`src/lrupr_pkg.sv`:
```
// shared constants and controller/datapath interface types for the lru page replacement block
package lrupr_pkg;

    localparam int NUM_PAGES_DEF = 64;
    localparam int AGE_WIDTH_DEF = 16;

    localparam int PAGE_NUM_W = 6;
    localparam int FRAME_W    = 7;
    localparam int FAULT_W    = 32;

    localparam logic [FRAME_W-1:0] FRAME_COUNT_RST = FRAME_W'(4);
    localparam logic [FRAME_W-1:0] FRAME_MAX       = '1;
    localparam logic [FAULT_W-1:0] FAULT_MAX       = '1;

    // commands from the controller to the datapath
    typedef struct packed {
        logic clr_wr;   // write a zero entry at the sweep counter
        logic load;     // capture an input transaction
        logic scan_rd;  // read the entry at the sweep counter
        logic update;   // decide hit, fill or eviction
        logic finish;   // move the result into the output registers
    } cmd_t;

    // status from the datapath to the controller
    typedef struct packed {
        logic cnt_last;  // sweep counter sits on the last page
        logic page_oor;  // incoming page number is beyond the page table
    } sts_t;

endpackage

```
`src/lrupr_ctrl.sv`:
```
// sequencing state machine: clearing pass, age scan, update and result handoff
module lrupr_ctrl (
    input  logic          aclk,
    input  logic          aresetn,
    input  logic          s_valid,
    output logic          s_ready,
    output logic          m_valid,
    input  logic          m_ready,
    input  lrupr_pkg::sts_t sts,
    output lrupr_pkg::cmd_t cmd
);
    import lrupr_pkg::*;

    localparam logic [2:0] ST_CLEAR  = 3'd0;
    localparam logic [2:0] ST_IDLE   = 3'd1;
    localparam logic [2:0] ST_SCAN   = 3'd2;
    localparam logic [2:0] ST_DRAIN  = 3'd3;
    localparam logic [2:0] ST_UPDATE = 3'd4;
    localparam logic [2:0] ST_FINISH = 3'd5;

    logic [2:0] state_reg, state_next;
    logic       m_valid_reg, m_valid_next;

    always_comb begin
        state_next   = state_reg;
        m_valid_next = m_valid_reg && !m_ready;
        cmd          = '0;
        case (state_reg)
            ST_CLEAR: begin
                cmd.clr_wr = 1'b1;
                if (sts.cnt_last) begin
                    state_next = ST_IDLE;
                end
            end
            ST_IDLE: begin
                if (s_valid) begin
                    cmd.load   = 1'b1;
                    state_next = sts.page_oor ? ST_FINISH : ST_SCAN;
                end
            end
            ST_SCAN: begin
                cmd.scan_rd = 1'b1;
                if (sts.cnt_last) begin
                    state_next = ST_DRAIN;
                end
            end
            ST_DRAIN: begin
                // last write-back of the scan happens here
                state_next = ST_UPDATE;
            end
            ST_UPDATE: begin
                cmd.update = 1'b1;
                state_next = ST_FINISH;
            end
            ST_FINISH: begin
                if (!m_valid_reg || m_ready) begin
                    cmd.finish   = 1'b1;
                    m_valid_next = 1'b1;
                    state_next   = ST_IDLE;
                end
            end
            default: begin
                state_next = ST_IDLE;
            end
        endcase
    end

    always_ff @(posedge aclk) begin
        if (!aresetn) begin
            state_reg   <= ST_CLEAR;
            m_valid_reg <= 1'b0;
        end else begin
            state_reg   <= state_next;
            m_valid_reg <= m_valid_next;
        end
    end

    assign s_ready = (state_reg == ST_IDLE);
    assign m_valid = m_valid_reg;

endmodule

```
`src/lrupr_dp.sv`:
```
// datapath: age/resident memory, victim search, frame and fault counters, result registers
module lrupr_dp #(
    parameter int NUM_PAGES = lrupr_pkg::NUM_PAGES_DEF,
    parameter int AGE_WIDTH = lrupr_pkg::AGE_WIDTH_DEF
) (
    input  logic                               aclk,
    input  logic                               aresetn,
    input  lrupr_pkg::cmd_t                    cmd,
    output lrupr_pkg::sts_t                    sts,
    input  logic                               cfg_wr_en,
    input  logic [lrupr_pkg::FRAME_W-1:0]      cfg_wr_data,
    input  logic [lrupr_pkg::PAGE_NUM_W-1:0]   s_page_number,
    output logic                               m_hit,
    output logic                               m_evicted,
    output logic [lrupr_pkg::PAGE_NUM_W-1:0]   m_victim_page,
    output logic [lrupr_pkg::FAULT_W-1:0]      m_fault_count
);
    import lrupr_pkg::*;

    localparam int PAGE_W = $clog2(NUM_PAGES);
    localparam int ENTRY_W = AGE_WIDTH + 1;
    localparam logic [PAGE_W-1:0]    LAST_IDX = PAGE_W'(NUM_PAGES - 1);
    localparam logic [AGE_WIDTH-1:0] AGE_MAX  = '1;

    // entry layout: {resident, age}
    logic [ENTRY_W-1:0] age_mem [NUM_PAGES];
    logic [ENTRY_W-1:0] rd_data_reg;

    logic                  mem_we;
    logic [PAGE_W-1:0]     mem_waddr;
    logic [ENTRY_W-1:0]    mem_wdata;

    logic [FRAME_W-1:0]    frame_count_reg, frame_count_next;
    logic [FRAME_W-1:0]    used_frames_reg, used_frames_next;
    logic [FAULT_W-1:0]    faults_reg, faults_next;
    logic [PAGE_W-1:0]     cnt_reg, cnt_next;
    logic                  pend_reg, pend_next;
    logic [PAGE_W-1:0]     pipe_addr_reg, pipe_addr_next;
    logic [PAGE_NUM_W-1:0] page_reg, page_next;
    logic [AGE_WIDTH-1:0]  best_age_reg, best_age_next;
    logic [PAGE_W-1:0]     best_idx_reg, best_idx_next;
    logic                  found_reg, found_next;
    logic                  hit_reg, hit_next;
    logic                  res_hit_reg, res_hit_next;
    logic                  res_evict_reg, res_evict_next;
    logic [PAGE_NUM_W-1:0] res_victim_reg, res_victim_next;

    logic [PAGE_W-1:0]     page_idx;
    logic [FRAME_W-1:0]    frames;
    logic                  old_res;
    logic [AGE_WIDTH-1:0]  old_age;
    logic                  is_page;
    logic [AGE_WIDTH-1:0]  new_age;
    logic                  new_res;

    assign page_idx = PAGE_W'(page_reg);
    assign frames   = (frame_count_reg == '0) ? FRAME_W'(1) : frame_count_reg;

    assign old_res = rd_data_reg[AGE_WIDTH];
    assign old_age = rd_data_reg[AGE_WIDTH-1:0];
    assign is_page = (pipe_addr_reg == page_idx);
    assign new_age = is_page ? '0 : ((old_age == AGE_MAX) ? old_age : old_age + 1'b1);
    assign new_res = is_page ? 1'b1 : old_res;

    assign sts.cnt_last = (cnt_reg == LAST_IDX);
    assign sts.page_oor = (32'(s_page_number) >= 32'(NUM_PAGES));

    always_comb begin
        frame_count_next = frame_count_reg;
        used_frames_next = used_frames_reg;
        faults_next      = faults_reg;
        cnt_next         = cnt_reg;
        pend_next        = cmd.scan_rd;
        pipe_addr_next   = pipe_addr_reg;
        page_next        = page_reg;
        best_age_next    = best_age_reg;
        best_idx_next    = best_idx_reg;
        found_next       = found_reg;
        hit_next         = hit_reg;
        res_hit_next     = res_hit_reg;
        res_evict_next   = res_evict_reg;
        res_victim_next  = res_victim_reg;
        mem_we           = 1'b0;
        mem_waddr        = cnt_reg;
        mem_wdata        = '0;

        if (cfg_wr_en) begin
            frame_count_next = cfg_wr_data;
        end

        if (cmd.load) begin
            cnt_next        = '0;
            page_next       = s_page_number;
            best_age_next   = '0;
            best_idx_next   = '0;
            found_next      = 1'b0;
            hit_next        = 1'b0;
            res_hit_next    = 1'b0;
            res_evict_next  = 1'b0;
            res_victim_next = '0;
        end else if (cmd.clr_wr || cmd.scan_rd) begin
            cnt_next = cnt_reg + 1'b1;
        end

        if (cmd.clr_wr) begin
            mem_we = 1'b1;
        end

        if (cmd.scan_rd) begin
            pipe_addr_next = cnt_reg;
        end

        // write-back of the entry read last cycle, with the running maximum
        if (pend_reg) begin
            mem_we    = 1'b1;
            mem_waddr = pipe_addr_reg;
            mem_wdata = {new_res, new_age};
            if (is_page) begin
                hit_next = old_res;
            end else if (old_res && (new_age >= best_age_reg)) begin
                best_age_next = new_age;
                best_idx_next = pipe_addr_reg;
                found_next    = 1'b1;
            end
        end

        if (cmd.update) begin
            if (hit_reg) begin
                res_hit_next = 1'b1;
            end else if (used_frames_reg < frames) begin
                used_frames_next = used_frames_reg + 1'b1;
            end else if (found_reg) begin
                mem_we          = 1'b1;
                mem_waddr       = best_idx_reg;
                mem_wdata       = {1'b0, best_age_reg};
                res_evict_next  = 1'b1;
                res_victim_next = PAGE_NUM_W'(best_idx_reg);
                if (faults_reg != FAULT_MAX) begin
                    faults_next = faults_reg + 1'b1;
                end
            end else if (used_frames_reg != FRAME_MAX) begin
                used_frames_next = used_frames_reg + 1'b1;
            end
        end
    end

    always_ff @(posedge aclk) begin
        if (cmd.scan_rd) begin
            rd_data_reg <= age_mem[cnt_reg];
        end
        if (mem_we) begin
            age_mem[mem_waddr] <= mem_wdata;
        end
    end

    always_ff @(posedge aclk) begin
        if (!aresetn) begin
            frame_count_reg <= FRAME_COUNT_RST;
            used_frames_reg <= '0;
            faults_reg      <= '0;
            cnt_reg         <= '0;
            pend_reg        <= 1'b0;
        end else begin
            frame_count_reg <= frame_count_next;
            used_frames_reg <= used_frames_next;
            faults_reg      <= faults_next;
            cnt_reg         <= cnt_next;
            pend_reg        <= pend_next;
        end
    end

    always_ff @(posedge aclk) begin
        pipe_addr_reg  <= pipe_addr_next;
        page_reg       <= page_next;
        best_age_reg   <= best_age_next;
        best_idx_reg   <= best_idx_next;
        found_reg      <= found_next;
        hit_reg        <= hit_next;
        res_hit_reg    <= res_hit_next;
        res_evict_reg  <= res_evict_next;
        res_victim_reg <= res_victim_next;
        if (cmd.finish) begin
            m_hit         <= res_hit_reg;
            m_evicted     <= res_evict_reg;
            m_victim_page <= res_victim_reg;
            m_fault_count <= faults_reg;
        end
    end

endmodule

```
`src/lru_page_replacement.sv`:
```
// lru page replacement top level: one access in, one result out per transaction
// flow: a new transaction is accepted only once the previous one has moved its result
//   to the output registers; the age memory scan sets the pace
//   (one entry read and written back per cycle through a separate read port and write port)
// reset: control state clears at once, then a clearing pass over all NUM_PAGES entries zeroes
//   the age memory with s_ready low; configuration writes are taken throughout
module lru_page_replacement #(
    parameter int NUM_PAGES = lrupr_pkg::NUM_PAGES_DEF,
    parameter int AGE_WIDTH = lrupr_pkg::AGE_WIDTH_DEF
) (
    input  logic                               aclk,
    input  logic                               aresetn,
    input  logic                               cfg_wr_en,
    input  logic [lrupr_pkg::FRAME_W-1:0]      cfg_wr_data,
    input  logic                               s_valid,
    output logic                               s_ready,
    input  logic [lrupr_pkg::PAGE_NUM_W-1:0]   s_page_number,
    output logic                               m_valid,
    input  logic                               m_ready,
    output logic                               m_hit,
    output logic                               m_evicted,
    output logic [lrupr_pkg::PAGE_NUM_W-1:0]   m_victim_page,
    output logic [lrupr_pkg::FAULT_W-1:0]      m_fault_count
);
    import lrupr_pkg::*;

    cmd_t cmd;
    sts_t sts;

    lrupr_ctrl u_ctrl (
        .aclk    (aclk),
        .aresetn (aresetn),
        .s_valid (s_valid),
        .s_ready (s_ready),
        .m_valid (m_valid),
        .m_ready (m_ready),
        .sts     (sts),
        .cmd     (cmd)
    );

    lrupr_dp #(
        .NUM_PAGES (NUM_PAGES),
        .AGE_WIDTH (AGE_WIDTH)
    ) u_dp (
        .aclk          (aclk),
        .aresetn       (aresetn),
        .cmd           (cmd),
        .sts           (sts),
        .cfg_wr_en     (cfg_wr_en),
        .cfg_wr_data   (cfg_wr_data),
        .s_page_number (s_page_number),
        .m_hit         (m_hit),
        .m_evicted     (m_evicted),
        .m_victim_page (m_victim_page),
        .m_fault_count (m_fault_count)
    );

endmodule

```
`config.mk`:
```
export PLATFORM = sky130hd
export DESIGN_NAME = lru_page_replacement
export DESIGN_NICKNAME = d
export VERILOG_FILES = /design/src/lrupr_pkg.sv /design/src/lrupr_ctrl.sv /design/src/lrupr_dp.sv /design/src/lru_page_replacement.sv
export SDC_FILE = /design/constraint.sdc
export NUM_CORES = 2
export LEC_CHECK = 0
export ABC_AREA = 1
export ABC_CLOCK_PERIOD_IN_PS = 5900
export BUFFER_PORTS_ARGS = -buffer_cell sky130_fd_sc_hd__buf_2
export CORE_MARGIN = 2
export CORE_UTILIZATION = 50
export CTS_BUF_LIST = sky130_fd_sc_hd__clkbuf_8
export DETAILED_ROUTE_END_ITERATION = 10
export PLACE_DENSITY = 0.66
export SLEW_MARGIN = 15
export SYNTH_ARGS = -nofsm -noshare
export SYNTH_HDL_FRONTEND = slang
export SYNTH_SLANG_ARGS = --single-unit
```
`constraint.sdc`:
```
create_clock -name aclk -period 5.9 [get_ports aclk]
set_input_delay 0 -clock aclk [delete_from_list [all_inputs] [get_ports aclk]]
set_output_delay 0 -clock aclk [all_outputs]
set_load 0.02 [all_outputs]
```
# Word-level counts from Yosys, hierarchy flattened
# Memories as Yosys holds them, arrays and structs flattened. A register that Yosys moved wholly into a read port is not among the register bits.
# Index checks and enable logic that the tools add are counted.
# Widths: inputs -> output; s select.
totals:
  regBits: 141
  latch_bits: 0
  ramBits: 1088
  romBits: 0
  out_inout_bits: 42
  elab_cells: 125
  memories: 1
memory_table:
  columns: ["memory", "words", "word_bits", "rd", "rd_ports_with_merged_regs", "write_ports", "line_no", "rtl"]
  rows:
  - ["u_dp.age_mem", 64, 17, 1, 1, 1, "lrupr_dp.sv:26", "logic [ENTRY_W-1:0] age_mem [NUM_PAGES];"]
op_classes:
  addsub: 4
  multipliers: 0
  div: 0
  order_cmp: 2
  n_eq_ne: 15
  n_shift: 0
  n_mux: 67
  n_bitwise: 3
  n_reduce_logical: 13
ops:
  columns: ["cell", "n"]
  rows:
  - ["$mux 16", 6]
  - ["$mux 17", 5]
  - ["$mux 6", 14]
  - ["$mux 1", 33]
  - ["$add 32x1->32 const B", 1]
  - ["$ne 32x32->1 const B", 1]
  - ["$mux 7", 4]
  - ["$pmux 3 s6", 1]
  - ["$add 16x1->16 const B", 1]
  - ["$eq 16x16->1 const B", 1]
  - ["$ge 16x16->1", 1]
  - ["$mux 3", 4]
  - ["$ne 2x2->1 const B", 4]
  - ["$reduce_and 4->1", 2]
  - ["$add 7x1->7 const B", 1]
  - ["$logic_not 7->1", 1]
  - ["$lt 7x7->1", 1]
  - ["$ne 7x7->1 const B", 1]
  - ["$add 6x1->6 const B", 1]
  - ["$eq 3x2->1 const B", 2]
  - ["$eq 3x3->1 const B", 2]
  - ["$eq 6x6->1", 1]
  - ["$eq 6x6->1 const B", 1]
  - ["$reduce_and 5->1", 1]
  - ["9 further kinds", 14]

# Longest topological paths before layout
logic_depth:
  ltp_word: 10
  ltp_mapped: 25

# Hierarchy
# A second synthesis with hierarchy kept.
unflattened:
  hier_cells: 4078
  area_unflattened_um2: 50260.7
modules_own_cells:
  columns: ["mod", "n_inst", "cells_each", "area_each_um2", "seq_area_each_um2"]
  rows:
  - ["lrupr_dp", 1, 4034, 50006.7, 36445.0]
  - ["lrupr_ctrl", 1, 44, 254.0, 80.1]

# Least setup slack after synthesis
# Ideal clock, no wire load.
synth_path:
  path_type: "flip-flop to flip-flop"
  from: "register u_dp.frame_count_reg[6]"
  to: "memory u_dp.age_mem[0][0] in the netlist's numbering (data pin)"
  arrival_time_ps: 3979
  required_time_ps: 5198
  path_slack_ps: 1219
  stages_incl_launch_ff: 11
  n_path_buf: 2
  synth_period_minus_slack_ps: 4681
  cell_sequence: "dfxtp_1 > inv_1 > ha_1 > inv_1 > nor3_1 > a211oi_1 > nand2_1 > nand3_2 > buf_4 > clkbuf_1 > o21ai_0"
synth_between:
  elab_chain_len: 6
synth_rtl:
  columns: ["element", "line_no", "rtl"]
  rows:
  - ["from (decl)", "lrupr_dp.sv:33", "logic [FRAME_W-1:0] frame_count_reg, frame_count_next;"]
  - ["from (signal assigned)", "lrupr_dp.sv:164", "frame_count_reg <= frame_count_next;"]
  - ["$logic_not 7->1", "lrupr_dp.sv:57", "assign frames = (frame_count_reg == '0) ? FRAME_W'(1) : frame_count_reg;"]
  - ["$mux 7 *", "lrupr_dp.sv:57", null]
  - ["$lt 7x7->1 *", "lrupr_dp.sv:130", "end else if (used_frames_reg < frames) begin"]
  - ["$mux 17 *", "lrupr_dp.sv:130", null]
  - ["$mux 17 *", "lrupr_dp.sv:128", "if (hit_reg) begin"]
  - ["$mux 17 *", "lrupr_dp.sv:127", "if (cmd.update) begin"]
  - ["net u_dp.mem_wdata[0]", "lrupr_dp.sv:31", "logic [ENTRY_W-1:0] mem_wdata;"]
  - ["to (decl)", "lrupr_dp.sv:26", null]
# Mark *: on every way through the listed nets, which the timed path passes. The rest lies on a longest branch.

# Final worst setup path
layout_path:
  from: "register u_dp.used_frames_reg[4]"
  to: "memory u_dp.age_mem[48][16] in the netlist's numbering, enable pin"
layout_between:
  elab_chain_len: 6
  word_cells_on_any_way: 9
  classes_between: "1 x order compare; 8 x mux"
layout_rtl:
  columns: ["element", "line_no", "rtl"]
  rows:
  - ["from (decl)", "lrupr_dp.sv:34", "logic [FRAME_W-1:0] used_frames_reg, used_frames_next;"]
  - ["from (signal assigned)", "lrupr_dp.sv:165", "used_frames_reg <= used_frames_next;"]
  - ["$lt 7x7->1 *", "lrupr_dp.sv:130", null]
  - ["$mux 1", "lrupr_dp.sv:130", null]
  - ["$mux 1", "lrupr_dp.sv:128", null]
  - ["$mux 1", "lrupr_dp.sv:127", null]
  - ["$mux 1", "lrupr_dp.sv:151", "if (mem_we) begin"]
  - ["$mux 1 (not written as such)", "lrupr_dp.sv:152", "age_mem[mem_waddr] <= mem_wdata;"]
# Mark *: on every way between the ends. The rest lies on a longest branch, timed or not.

==> impl_metrics.csv <==
group,metric,value,unit
floorplanning,core-area,99900,um^2
synth,yosys-top-cells-area,"edfxtp_1, o21ai_0, nor2_1",
placed_design,portBuffers,59,
clock_network,post-cts-setup-buffer-count,0,
sta,worst_pin_slew,1220,ps
placed_design,place_area,52200,um^2
sta,grt_setup_unrepaired,"false",
clock_network,cts_buffers,194,
detailed_routing,remaining_drc_errors,0,
synth,synth_edf_count,1157,
worst_hold_path,hold_path_class,"primary input to flip-flop",
synth,synth.net_count,4122,
critical_path,cpMaxStageDelayCell,"nor2_2",
clock_network,clockRootBuffer,"clkbuf_8",
detailed_routing,drtPass1Iterations,6,
synth,yosys-top-cells-count,"edfxtp_1, nor2_1, o21ai_0, nand2_1, clkbuf_1",
sta,finClkSkew,47.6,ps
power,powerDensity,317,nW/um^2
final_layout,nets,4249,
grt,track_usage,25.4,%
grt,grt_pass1_vias,31707,
critical_path,arrival,4850,ps
synth,synth_top_area_share,69.2,%
sta,fmax,227,MHz
synth,synthArstFlopShare,0,%
grt,grt_max_degree,206,
detailed_routing,vias_per_cell,5.93,
power,vdd_drop_max,0.185,mV
critical_path,crit_chain,"ha_1, a21oi_1, nor3_1, a211oi_1, nand2_1, nand3_2, buf_4, nand2_1, nand2_1, nand2_1, inv_1, nand2_1, nor2_2",
clock_network,h-tree-depth,4,
power,cellLeakagePower,18.3,nW
placed_design,dp_slack,1650,ps
clock_network,cts_tree,"done",
sta,setup_viol,0,
clock_network,worstSkewPairLatency,870,ps
critical_path,critPathMaxStageDelay,1020,ps
placed_design,gp_congestion,0.905,
clock_network,clkTransAtPathRegs,60,ps
grt,grt_overflow,0,
critical_path,crit_type,"flip-flop to flip-flop",
final_layout,largest_register_ffs,1088,
clock_network,cts_buffer_depth,3,
floorplanning,start_util,50.3,%
final_layout,drive_gt1_share,10.8,%
final_layout,finalInstanceArea,56000,um^2
grt,grt_pass1_wl,198000,um
detailed_routing,vias,33538,
sta,final_hold_viol_count,0,
outcome,run_status,"completed",
detailed_routing,ant_nets,0,
synth,synth_area_per_cell,12.3,um^2
detailed_routing,drt_iter0_drc,4309,
critical_path,cp_max_fo,50,
detailed_routing,avgRoutedWirePerCell,23.4,um
synth,synthDistinctLibCells,47,
critical_path,cp.required,6340,ps
synth,synth_cells,4080,
final_layout,area_growth,11.5,%
detailed_routing,drt-total-wl,132000,um
floorplanning,io_pins,60,
synth,yosysMostFrequentCell,"edfxtp_1",
sta,relSlewSlack,18.4,%
floorplanning,die_w,321,um
critical_path,crit_top_cell,"nand2_1",
floorplanning,rows,116,
critical_path,cp-end-kind,"flip-flop",
synth,ys.flop_type,"edfxtp_1",
sta,tns,0,ps
floorplanning,dieArea,103000,um^2
sta,period_needed,4410,ps
synth,ys_ff_latch,1246,
clock_network,ctsResizeCount,0,
clock_network,cts_sinks,1246,
final_layout,finish.utilization,56.1,%
synth,yosysTopAreaCell,"edfxtp_1",
run,drv_cap,0,
sta,drv_slew,0,
synth,yosys_warnings,0,
power,p_total,0.0177,W
sta,fin_ws,1490,ps
critical_path,worstSetupStartpointType,"flip-flop",
placed_design,place_hpwl,73900,um
grt,antenna_found_initial,1,
floorplanning,fp.dieH,321,um
synth,syn_area,50200,um^2
sta,period_share,74.8,%
synth,synth.yosys.seq_area_share,72.7,%
[per-layer routing]
metal | GRT usage, % | vias to the layer above | part of all wire (%)
met4 | 8.73 | 0 | 3.0
met1 | 36.3 | 16477 | 42
met5 | 0 | - | 0
li1 | - | 15269 | -
met3 | 4.72 | 228 | 9.0
met2 | 39.5 | 1564 | 46
[area by class of cell]
type	instances	area, um^2
diodes	3	7.51
fillers	8057	43900
repair buffers	189	1450
well taps	1298	1620
flip-flops and latches	1246	36500
inverters	125	485
clock inverters	146	684
multi-input cells	2451	12400
clock buffers	202	2780
[cells in the final DEF, fill, tap and decap left out, types with 24 or more instances in the layout]
master,count
clkinv_1,38
dfxtp_1,86
nand4_1,50
buf_2,59
ha_1,24
nand3_1,195
o22ai_1,162
nand2_1,382
buf_4,86
clkbuf_8,202
edfxtp_1,1157
nor2_2,29
inv_1,190
o21ai_0,573
o221ai_1,104
xor2_1,32
nor2_1,684
a21oi_1,69
dlygate4sd3_1,37
o211ai_1,31
[final timing paths]
kind / depth (start not counted) / from / slack, ps / end
worst min-delay path: 4 / aresetn / 120 / u_dp.faults_reg[20]$_SDFFE_PN0P_
worst min register to register: 0 / u_dp.res_victim_reg[5]$_DFF_P_ / 430 / u_dp.m_victim_page[5]$_DFFE_PP_
worst max-delay path: 13 / u_dp.used_frames_reg[4]$_SDFFE_PN0P_ / 1490 / u_dp.age_mem[48][16]$_DFFE_PP_
worst max register to register: 13 / u_dp.used_frames_reg[4]$_SDFFE_PN0P_ / 1490 / u_dp.age_mem[48][16]$_DFFE_PP_
[cell families after synthesis]
family | synth area share [%]
simple gates | 11.6
flops | 72.7
compound gates | 11.3
buf+inv | 3.05
xor+xnor | 0.750
fa+ha+maj | 0.598
[worst max-delay path, delay by kind of cell (launching register included)]
| kind | cells | cell delay [ps] |
|---|---|---|
| AO/OA/AOI/OAI | 2 | 350 |
| buffers and inverters | 2 | 760 |
| adder cells (fa/ha/maj) | 1 | 320 |
| flip-flops | 1 | 340 |
| AND/OR/NAND/NOR | 8 | 2180 |
[stage by stage]
stage | std cells | hold slack (ps)
final | 5660 | 117
after global placement | 5272 | 181
after global routing | 5660 | 98.0
after CTS | 5657 | 34.5
after floorplan | 4080 | 98.9
after detailed placement | 5272 | 179
[repair_timing]
| item | in CTS | in global routing |
|---|---|---|
| endpoints found under the hold margin | 101 | 0 |
| hold buffers | 37 | 0 |
| setup endpoints to repair | 0 | 0 |
[report_power, final]
| group | total, W | internal, W | switching [W] |
|---|---|---|---|
| clock | 0.00654 | 0.00322 | 0.00332 |
| sequential | 0.00973 | 0.00967 | 0.0000608 |
| combinational | 0.00147 | 0.000406 | 0.00106 |
Note: power is estimated with default switching activity, not from simulation.
